==> src/rtl/ptd_pkg.sv <==
`timescale 1ns / 1ps

package ptd_pkg;

   localparam int TASKS       = 8;
   localparam int NUM_REGS    = 8;
   localparam int TICK_W      = 16;
   localparam int PERIOD_W    = 16;
   localparam int TASK_W      = 3;
   localparam int CSR_INDEX_W = 8;
   localparam int REQ_DATA_W  = 8;
   localparam int RSP_DATA_W  = 24;

   localparam logic [TASK_W-1:0] LAST_TASK = TASK_W'(TASKS - 1);

   // Status returned by the serial remainder unit.
   typedef struct packed {
      logic done;
      logic rem_zero;
   } mod_status_type;

   typedef enum logic [3:0] {
      ST_IDLE   = 4'b0001,
      ST_LAUNCH = 4'b0010,
      ST_WAIT   = 4'b0100,
      ST_EMIT   = 4'b1000
   } state_type;

endpackage

==> src/rtl/ptd_mod_unit.sv <==
`timescale 1ns / 1ps

// Restoring remainder unit: one dividend bit per cycle.
module ptd_mod_unit (
   input  logic                             clock,
   input  logic                             reset,
   input  logic                             start,
   input  logic [ptd_pkg::TICK_W-1:0]       dividend,
   input  logic [ptd_pkg::PERIOD_W-1:0]     divisor,
   output ptd_pkg::mod_status_type          status
);

   localparam int CNT_W = $clog2(ptd_pkg::TICK_W);

   logic [ptd_pkg::PERIOD_W-1:0] rem_ff, rem_in;
   logic [ptd_pkg::TICK_W-1:0]   dvd_ff, dvd_in;
   logic [ptd_pkg::PERIOD_W-1:0] dvs_ff, dvs_in;
   logic [CNT_W-1:0]             cnt_ff, cnt_in;
   logic                         busy_ff, busy_in;
   logic                         done_ff, done_in;

   logic [ptd_pkg::PERIOD_W:0]   shifted;
   logic [ptd_pkg::PERIOD_W+1:0] diff;

   always_comb begin
      shifted = {rem_ff, dvd_ff[ptd_pkg::TICK_W-1]};
      diff    = {1'b0, shifted} - {2'b00, dvs_ff};
      rem_in  = rem_ff;
      dvd_in  = dvd_ff;
      dvs_in  = dvs_ff;
      cnt_in  = cnt_ff;
      busy_in = busy_ff;
      done_in = 1'b0;
      if (start) begin
         rem_in  = '0;
         dvd_in  = dividend;
         dvs_in  = divisor;
         cnt_in  = '0;
         busy_in = 1'b1;
      end else if (busy_ff) begin
         // A negative difference means the shifted remainder stays as it is.
         if (!diff[ptd_pkg::PERIOD_W+1]) begin
            rem_in = diff[ptd_pkg::PERIOD_W-1:0];
         end else begin
            rem_in = shifted[ptd_pkg::PERIOD_W-1:0];
         end
         dvd_in = {dvd_ff[ptd_pkg::TICK_W-2:0], 1'b0};
         cnt_in = cnt_ff + 1'b1;
         if (cnt_ff == CNT_W'(ptd_pkg::TICK_W - 1)) begin
            busy_in = 1'b0;
            done_in = 1'b1;
         end
      end
   end

   always_ff @(posedge clock) begin
      if (reset) begin
         busy_ff <= 1'b0;
         done_ff <= 1'b0;
         cnt_ff  <= '0;
      end else begin
         busy_ff <= busy_in;
         done_ff <= done_in;
         cnt_ff  <= cnt_in;
      end
   end

   always_ff @(posedge clock) begin
      rem_ff <= rem_in;
      dvd_ff <= dvd_in;
      dvs_ff <= dvs_in;
   end

   assign status.done     = done_ff;
   assign status.rem_zero = (rem_ff == '0);

endmodule

==> src/rtl/periodic_task_dispatcher_unit.sv <==
`timescale 1ns / 1ps

// A tick word is checked task by task: a disabled task (period zero) is skipped and an enabled
// task runs the shared serial remainder unit; then each due task is emitted in turn, lowest first.
// Throughput: one tick word per full check and emit pass; ready only while idle.
// Reset (synchronous, active high) clears the tick counter, all periods and the output valid.
module periodic_task_dispatcher_unit (
   input  logic                               clock,
   input  logic                               reset,
   input  logic                               req_tvalid,
   output logic                               req_tready,
   input  logic [ptd_pkg::REQ_DATA_W-1:0]     req_tdata,   // [0] tick_pulse
   output logic                               rsp_tvalid,
   input  logic                               rsp_tready,
   output logic [ptd_pkg::RSP_DATA_W-1:0]     rsp_tdata,   // [2:0] task_index, [18:3] tick_value
   output logic                               rsp_tlast,   // last_due
   input  logic                               csr_valid,
   output logic                               csr_ready,
   input  logic [ptd_pkg::CSR_INDEX_W-1:0]    csr_index,
   input  logic [ptd_pkg::PERIOD_W-1:0]       csr_data
);

   ptd_pkg::state_type            state_ff, state_in;
   logic [ptd_pkg::TICK_W-1:0]    tick_ff, tick_in;
   logic [ptd_pkg::TASK_W-1:0]    task_ff, task_in;
   logic [ptd_pkg::TASKS-1:0]     due_ff, due_in;
   logic [ptd_pkg::PERIOD_W-1:0]  period_ff [ptd_pkg::NUM_REGS];

   logic                          out_valid_ff, out_valid_in;
   logic [ptd_pkg::TASK_W-1:0]    out_task_ff, out_task_in;
   logic [ptd_pkg::TICK_W-1:0]    out_tick_ff, out_tick_in;
   logic                          out_last_ff, out_last_in;

   logic                          mod_start;
   ptd_pkg::mod_status_type       mod_status;
   logic [ptd_pkg::PERIOD_W-1:0]  cur_period;
   logic                          out_free;
   logic [ptd_pkg::TASK_W-1:0]    low_idx;
   logic [ptd_pkg::TASKS-1:0]     due_rest;

   assign cur_period = period_ff[task_ff];
   assign out_free   = !out_valid_ff || rsp_tready;
   assign req_tready = (state_ff == ptd_pkg::ST_IDLE);
   assign csr_ready  = 1'b1;

   ptd_mod_unit u_mod (
      .clock    (clock),
      .reset    (reset),
      .start    (mod_start),
      .dividend (tick_ff),
      .divisor  (cur_period),
      .status   (mod_status)
   );

   // Lowest pending due task.
   always_comb begin
      low_idx = '0;
      for (int i = ptd_pkg::TASKS - 1; i >= 0; i--) begin
         if (due_ff[i]) begin
            low_idx = ptd_pkg::TASK_W'(i);
         end
      end
      due_rest          = due_ff;
      due_rest[low_idx] = 1'b0;
   end

   always_comb begin
      state_in     = state_ff;
      tick_in      = tick_ff;
      task_in      = task_ff;
      due_in       = due_ff;
      mod_start    = 1'b0;
      out_valid_in = out_valid_ff && !rsp_tready;
      out_task_in  = out_task_ff;
      out_tick_in  = out_tick_ff;
      out_last_in  = out_last_ff;

      unique case (state_ff)
         ptd_pkg::ST_IDLE: begin
            if (req_tvalid && req_tdata[0]) begin
               tick_in  = tick_ff + 1'b1;
               task_in  = '0;
               due_in   = '0;
               state_in = ptd_pkg::ST_LAUNCH;
            end
         end
         ptd_pkg::ST_LAUNCH: begin
            if (cur_period == '0) begin
               if (task_ff == ptd_pkg::LAST_TASK) begin
                  state_in = ptd_pkg::ST_EMIT;
               end else begin
                  task_in = task_ff + 1'b1;
               end
            end else begin
               mod_start = 1'b1;
               state_in  = ptd_pkg::ST_WAIT;
            end
         end
         ptd_pkg::ST_WAIT: begin
            if (mod_status.done) begin
               due_in[task_ff] = mod_status.rem_zero;
               if (task_ff == ptd_pkg::LAST_TASK) begin
                  state_in = ptd_pkg::ST_EMIT;
               end else begin
                  task_in  = task_ff + 1'b1;
                  state_in = ptd_pkg::ST_LAUNCH;
               end
            end
         end
         ptd_pkg::ST_EMIT: begin
            if (due_ff == '0) begin
               state_in = ptd_pkg::ST_IDLE;
            end else if (out_free) begin
               out_valid_in = 1'b1;
               out_task_in  = low_idx;
               out_tick_in  = tick_ff;
               out_last_in  = (due_rest == '0);
               due_in       = due_rest;
               if (due_rest == '0) begin
                  state_in = ptd_pkg::ST_IDLE;
               end
            end
         end
         default: begin
            state_in = ptd_pkg::ST_IDLE;
         end
      endcase
   end

   always_ff @(posedge clock) begin
      if (reset) begin
         state_ff     <= ptd_pkg::ST_IDLE;
         tick_ff      <= '0;
         task_ff      <= '0;
         due_ff       <= '0;
         out_valid_ff <= 1'b0;
         for (int i = 0; i < ptd_pkg::NUM_REGS; i++) begin
            period_ff[i] <= '0;
         end
      end else begin
         state_ff     <= state_in;
         tick_ff      <= tick_in;
         task_ff      <= task_in;
         due_ff       <= due_in;
         out_valid_ff <= out_valid_in;
         if (csr_valid && (csr_index < ptd_pkg::CSR_INDEX_W'(ptd_pkg::NUM_REGS))) begin
            period_ff[csr_index[ptd_pkg::TASK_W-1:0]] <= csr_data;
         end
      end
   end

   always_ff @(posedge clock) begin
      out_task_ff <= out_task_in;
      out_tick_ff <= out_tick_in;
      out_last_ff <= out_last_in;
   end

   assign rsp_tvalid = out_valid_ff;
   assign rsp_tdata  = {{(ptd_pkg::RSP_DATA_W - ptd_pkg::TICK_W - ptd_pkg::TASK_W){1'b0}},
                        out_tick_ff, out_task_ff};
   assign rsp_tlast  = out_last_ff;

endmodule
==> config.mk <==
export PLATFORM = sky130hd
export DESIGN_NAME = periodic_task_dispatcher_unit
export DESIGN_NICKNAME = d
export VERILOG_FILES = /design/src/rtl/ptd_pkg.sv /design/src/rtl/ptd_mod_unit.sv /design/src/rtl/periodic_task_dispatcher_unit.sv
export SDC_FILE = /design/constraint.sdc
export NUM_CORES = 1
export LEC_CHECK = 0
export BUFFER_PORTS_ARGS = -buffer_cell sky130_fd_sc_hd__buf_2
export CAP_MARGIN = 20
export CELL_PAD_IN_SITES_DETAIL_PLACEMENT = 1
export CELL_PAD_IN_SITES_GLOBAL_PLACEMENT = 2
export CORE_MARGIN = 10
export CORE_UTILIZATION = 44
export CTS_BUF_LIST = sky130_fd_sc_hd__clkbuf_2 sky130_fd_sc_hd__clkbuf_4 sky130_fd_sc_hd__clkbuf_8
export DETAILED_ROUTE_END_ITERATION = 7
export HOLD_SLACK_MARGIN = 0.02
export PLACE_DENSITY_LB_ADDON = 0.1
export SETUP_SLACK_MARGIN = 0.05
export SYNTH_ARGS = -nofsm -noshare
export SYNTH_HDL_FRONTEND = slang
export SYNTH_SLANG_ARGS = --single-unit
==> constraint.sdc <==
create_clock -name clock -period 3.6 [get_ports clock]
set_clock_uncertainty 0.2 [all_clocks]
set_input_delay 0 -clock clock [delete_from_list [all_inputs] [get_ports clock]]
set_output_delay 0 -clock clock [all_outputs]
set_load 0.02 [all_outputs]
* Yosys cells after proc, flatten, opt, wreduce, memory -nomap -nowiden
Memory sizes are Yosys's and may differ from the RTL's. A register that Yosys moved wholly into a read port is not among the register bits. Index checks and enable logic that the tools add are counted.
Word-level totals: register bits after elaboration 106, logic and storage cells 119, memories 1, input bits 37, output and inout port bits 28, bits in writable memories 128
Memories:
- period_ff | words 8, width 16, rd ports 1, clocked after Yosys merged registers in 1, wr ports 8, RTL line periodic_task_dispatcher_unit.sv:27 | logic [ptd_pkg::PERIOD_W-1:0] period_ff [ptd_pkg::NUM_REGS];
Cells by class: magnitude comparators 5, add/sub/neg operators 4, eq/ne operators 14, mux-type cells 54, reductions and logical operators 23, bitwise operators 4
Operators with widths (count):
- 16-bit 2-to-1 mux | 4
- 3-bit 2-to-1 mux | 15
- 16-bit logical NOT | 2
- 4-bit 2-to-1 mux | 8
- 8-bit 2-to-1 mux | 4
- 8-bit case mux with 3 select lines | 1
- 17-bit by 16-bit subtractor with 18-bit output | 1
- 1-bit 2-to-1 mux | 17
- 16-bit by 1-bit adder with 16-bit output (second input constant) | 1
- 8-bit logical NOT | 2
- 4-bit case mux with 4 select lines | 1
- 16-bit OR reduction | 1
- 5-bit AND reduction | 2
- 3-bit != test (second input constant) | 3
- 3-bit case mux with 3 select lines | 1
- 8-bit bitwise AND | 1
- 8-bit bitwise mux | 1
- 4-bit equality test (second input constant) | 2
- 3-bit by 4-bit < comparator with 1-bit output (second input constant) | 2
- 8-bit by 4-bit < comparator with 1-bit output (second input constant) | 1
- 8-bit NOT | 1
- 1-bit demux with 3-bit select | 2
- 3-bit by 1-bit greater-or-equal comparator with 1-bit output (second input constant) | 2
- 2-bit != test (second input constant) | 3
- 18 further kinds | 26

* Longest topological paths before layout
depth in word-level cells 19, mapped depth 11, gate-level depth less buffers 10

* By module
From an unflattened synthesis, not the netlist that was laid out.
Unflattened totals: cells, all modules 954, area total of the unflattened synthesis 11474.8 sq um
Modules (own cells, without submodules):
- periodic_task_dispatcher_unit | cells each 670, area each 8440.6 sq um, sequential area each 5144.9 sq um, instances 1
- ptd_mod_unit | cells each 284, area each 3034.2 sq um, sequential area each 1401.3 sq um, instances 1

* Worst setup path before layout
No wires, ideal clock.
path type flip-flop to flip-flop, start point register state_ff[0], end point register due_ff[3] in the netlist's numbering, library setup time 0.070 ns, slack 0.509 ns, arrival time 2.821 ns, buffers on the path 0, period minus slack after synthesis 3.091 ns, stages on the path, launching flop included 8, required time 3.330 ns, path through dfxtp_1 nor4b_1 o41ai_2 nor2_1 o31ai_4 o41ai_1 nand2_1 a21oi_1
Between the ends: cells in the longest elaborated chain, start to end 3, elaborated cells on any way between the ends 10, classes of those cells eq/ne: 7; mux: 1; reduce/logical: 2
RTL lines:
- start: declaration | RTL line periodic_task_dispatcher_unit.sv:23 | ptd_pkg::state_type state_ff, state_in;
- start signal: assignment | RTL line periodic_task_dispatcher_unit.sv:132 | state_ff <= ptd_pkg::ST_IDLE;
- start signal: assignment | RTL line periodic_task_dispatcher_unit.sv:141 | state_ff <= state_in;
- 4-bit equality test, or another cell as far along | RTL line periodic_task_dispatcher_unit.sv:78 | unique case (state_ff)
- 2-bit != test (no line), or another cell as far along
- 5-bit AND reduction (no line)
- end signal: assignment | RTL line periodic_task_dispatcher_unit.sv:144 | due_ff <= due_in;
- end: declaration | RTL line periodic_task_dispatcher_unit.sv:26 | logic [ptd_pkg::TASKS-1:0] due_ff, due_in;
Several ways; a longest one is shown, not always the timed one. A chain may end at the register's enable or synchronous reset.

==> results.md <==
- The met2 track demand over resource in global routing is 29.4%.
- The worst hold path was traced through 5 stages.
- The area after detailed placement is 0.0123 mm^2.
- The number of vias after detailed routing is 7729.
- In the synthesized netlist, the number of instances is 964.
- The net count reported at finish is 1128.
- Headroom to the max-slew limit came out at 55.1%.
- Across the run, the number of max-cap violations was 0.
- The synthesized-area fraction occupied by xor and xnor cells is 1.82%.
- Global routing used 17.2% of the available tracks across all layers.
- The worst-case clock buffer depth is 3.
- The library cells used most frequently in the layout, excluding fill and tap cells, are edfxtp_1 (180), and2_1 (132), nor2_1 (77), dfxtp_1 (56).
- After clock tree synthesis, the clock-pin slew on the worst setup and hold paths is 60 ps.
- STA classifies the critical path endpoint as a flop.
- For the worst setup path, the data arrival time is 3610 ps.
- The insertion delay of the later-clocked pin in the worst-skew pair is 540 ps.
- The last weighted congestion value of the routability-driven placer is 0.764.
- The DRC marker count from the first detailed-route iteration is 360.
- The number of CTS-inserted buffers is 43.
- The synthesized netlist devotes 18.2% of its cell area to simple gates.
- The depth of the worst register-to-register path is 11.
- The area of the die is 0.0332 mm^2.
- The setup check on the worst reg-to-reg path leaves a slack of 250 ps.
- In this run the worst path has a maximum fanout of 34.
- The routed wire length per instance is 20.0 um.
- After Yosys synthesis, full adders, half adders and majority gates account for 2.23% of the synthesized area.
- The library cell used most frequently in the layout, excluding fill and tap cells, is edfxtp_1.
- By area, the combinational part of the netlist is dominated by simple AND/OR/NAND/NOR gates.
- For this run, global-route usage on met1 was measured as 21.9%.
- The share of cells above drive strength 1 is 21.3%.
- The HPWL after detailed placement is 19200 um.
- The endpoint of the worst hold-timing path is period_ff[1][13]$_SDFFCE_PN0P_.
- The mapped cell area is 0.0116 mm^2.
- After routing the design area is 0.0135 mm^2.
- IR analysis of the VDD net gives a maximum drop of 0.332 mV.
- For the pin with the worst max-slew slack, the measured transition is 665 ps.
- In this run the most critical hold path is launched from csr_index[0].
- For this design the ratio of total power to cell area is 609 mW/mm^2.
- The total congestion overflow is 0.
- The prevailing post-synth register cell is edfxtp_1.
- Setup repair after global routing left no endpoint under its margin.
- The final period demand of the worst path is 3350 ps.
- The post-route worst setup slack is 246 ps.
- The class of the tightest hold or removal check is input port to flop.
- The setup TNS is 0 ps.
- In the synthesized netlist the async set-or-reset flop fraction comes to 0%.
- The static leakage is 0.00502 uW.
- The cell sitting at the root of the clock tree is a clkbuf_8.
- The required arrival time at the worst endpoint is 3850 ps.
- The count of distinct cell types in the synthesized netlist is 69.
- After floorplanning, the core was sized to cover 0.0260 mm^2.
- After synthesis, the share of cell area in mux cells is 10.3%.
- The largest net degree at the start of global routing is 43.
- The via count of the first global-routing pass is 8156.
- The first-pass GRT wire length is 45900 um.
- The number of pins with negative max-slew slack in the final report is 0.
- Dividing the synthesized area by the synthesized cell count gives 12.0 um^2.
- The site row count is 59.
- The synthesized design contains 237 register bits.
- The starting density of the core is 44.5%.
- TritonCTS built the clock tree.
- The total clock sinks is 237.
- The count of buffers added on input and output ports is 51.
- The count of pins on the block boundary is 65.
- The setup violation total in the final timing report is 0.
- The number of levels the H-tree was split into is 2.
- The fraction of the mapped netlist area in compound gates is 7.91%.
- In this run the remaining antenna-violating nets after routing total 0.
- The first-pass iteration count of the detailed router is 4.
- The number of warnings printed during yosys synthesis is 0.
- The initial antenna violation count came to 0.
- Measured along the y axis, the die boundary spans 182 um.
- The final core utilization is 51.9%.
- After detailed routing, the number of vias per cell comes to 5.36.
- Based on the critical path, the design can be clocked at up to 298 MHz.
- After layout, the worst path uses 93.2% of the clock period.
- The kind of start point of the critical path is a flop.
- The routed design has 28800 um of wire.
- The flow ran to the end, and the final reports show no timing, DRC or antenna violations.
- The detailed-route DRC error count is 0.
- The floorplan step set the die width to 182 um.
- The endpoint identified for the worst register-to-register timing path is u_mod.cnt_ff[0]$_SDFFE_PP0P_.
- The repair_antennas step left the layout with diodes totalling 0.
- met2 is the most crowded layer.
- Counting the fill cells in the layout gives 2703.
- The met3 track utilization from global routing is 3.18%.
- The critical path is of the flop to flop type.
- The number of hold violations in the final report is 0.
- The pre-CTS setup slack is 96.6 ps.
- The synthesis-to-finish area growth is 16.6%.
- The sequential-to-total area share from yosys stat is 56.6%.
- The synthesized design contains 180 enable-type register cells.
[final cells by class]
| class | instances | area (um^2) | area share, % |
|---|---|---|---|
| sequential | 237 | 6550 | 48.6 |
| multi-input combinational | 653 | 4720 | 35.1 |
| clock buffer | 70 | 863 | 6.41 |
| timing repair buffer | 106 | 758 | 5.63 |
| tap | 335 | 419 | 3.11 |
| inverter | 30 | 113 | 0.836 |
| clock inverter | 10 | 48.8 | 0.362 |
[layer usage]
layer | up-vias | share of wire [%]
met1 | 3821 | 45
met2 | 131 | 49
met3 | 43 | 4.1
met4 | 0 | 1.7
li1 | 3734 | -
met5 | - | 0
[how the worst max path moves through the flow]
stage                                  start                      endpoint  slack, ps  depth (start not counted)
finish                                  flop  u_mod.cnt_ff[0]$_SDFFE_PP0P_        250                         11
global route                            flop  u_mod.cnt_ff[1]$_SDFFE_PP0P_         90                         11
CTS                                     flop  u_mod.cnt_ff[0]$_SDFFE_PP0P_         50                         11
detailed placement                      flop      u_mod.done_ff$_SDFF_PP0_        100                         11
global placement                        flop      u_mod.done_ff$_SDFF_PP0_        200                         11
floorplan           state_ff[0]$_SDFFE_PP1P_        due_ff[3]$_SDFFE_PP0P_        510                          7
[per-stage QoR]
step                      cells  power [uW]  hold slack, ps
after floorplan             968        4980           -20.3
after global placement     1335        5560             119
after detailed placement   1335        5610             123
after CTS                  1441        8300            76.9
after global routing       1441        8690             119
final                      1441        8200             117
[cells in the mapped netlist (6+ instances only)]
cell type / number / share of area [%]
edfxtp_1: 180 / 47
and2_1: 132 / 7.1
nor2_1: 78 / 2.5
dfxtp_1: 57 / 9.9
nand2_1: 54 / 1.8
mux2_2: 35 / 3.4
mux2i_1: 32 / 2.8
inv_1: 30 / 0.97
a21oi_1: 28 / 1.2
clkbuf_1: 27 / 0.88
mux4_2: 21 / 4.1
nor3_1: 20 / 0.87
ha_1: 19 / 2.1
o21ai_0: 18 / 0.78
a211oi_1: 16 / 1.0
xor2_1: 16 / 1.2
nor2b_1: 14 / 0.76
buf_2: 13 / 0.56
nand3_1: 13 / 0.56
and3_1: 12 / 0.65
or2_2: 11 / 0.60
nand4_1: 9 / 0.49
nand2b_1: 8 / 0.43
o21a_1: 8 / 0.52
xnor2_1: 8 / 0.61
or4_1: 7 / 0.45
buf_4: 6 / 0.39
nor4_1: 6 / 0.32
o22ai_1: 6 / 0.32
[power by group]
group	internal, uW	switching (uW)
clock	1520	1120
sequential	3230	220
combinational	919	1200
total	5660	2540
[worst max-delay path: stages, from the launching register on]
cell and delay [ps]:
dfxtp_4 540, buf_12 210, buf_4 200, mux2_2 380, nor3_1 220, o22ai_1 110, o21ai_0 310, buf_4 200
a31oi_4 130, buf_4 310, or2_1 320, nor2_1 120
[state kept, by name, summed over array words and instances (netlist names), named ones only]
name and flops:
period_ff 128, out_tick_ff 16, tick_ff 16, u_mod.dvd_ff 16
u_mod.dvs_ff 16, u_mod.rem_ff 16, due_ff 8, state_ff 4
u_mod.cnt_ff 4, out_task_ff 3, task_ff 3, rsp_tlast 1
rsp_tvalid 1, u_mod.busy_ff 1, u_mod.done_ff 1
[repair_timing]
action	4_1_cts	5_1_grt
hold buffers	26	0
setup endpoints to repair	0	35
buffers inserted	0	0
resized for setup	0	1
hold endpoints to repair	162	0
[cells by family after synthesis]
| group | Yosys count |
|---|---|
| AOI/OAI and AO/OA | 128 |
| xor gates and xnor gates | 24 |
| adders and majority gates | 20 |
| buffers and inverters | 78 |
| DFF | 237 |
| muxes | 88 |
| other | 2 |
| and+or+nand+nor | 387 |
Note: power is estimated with default switching activity, not from simulation.
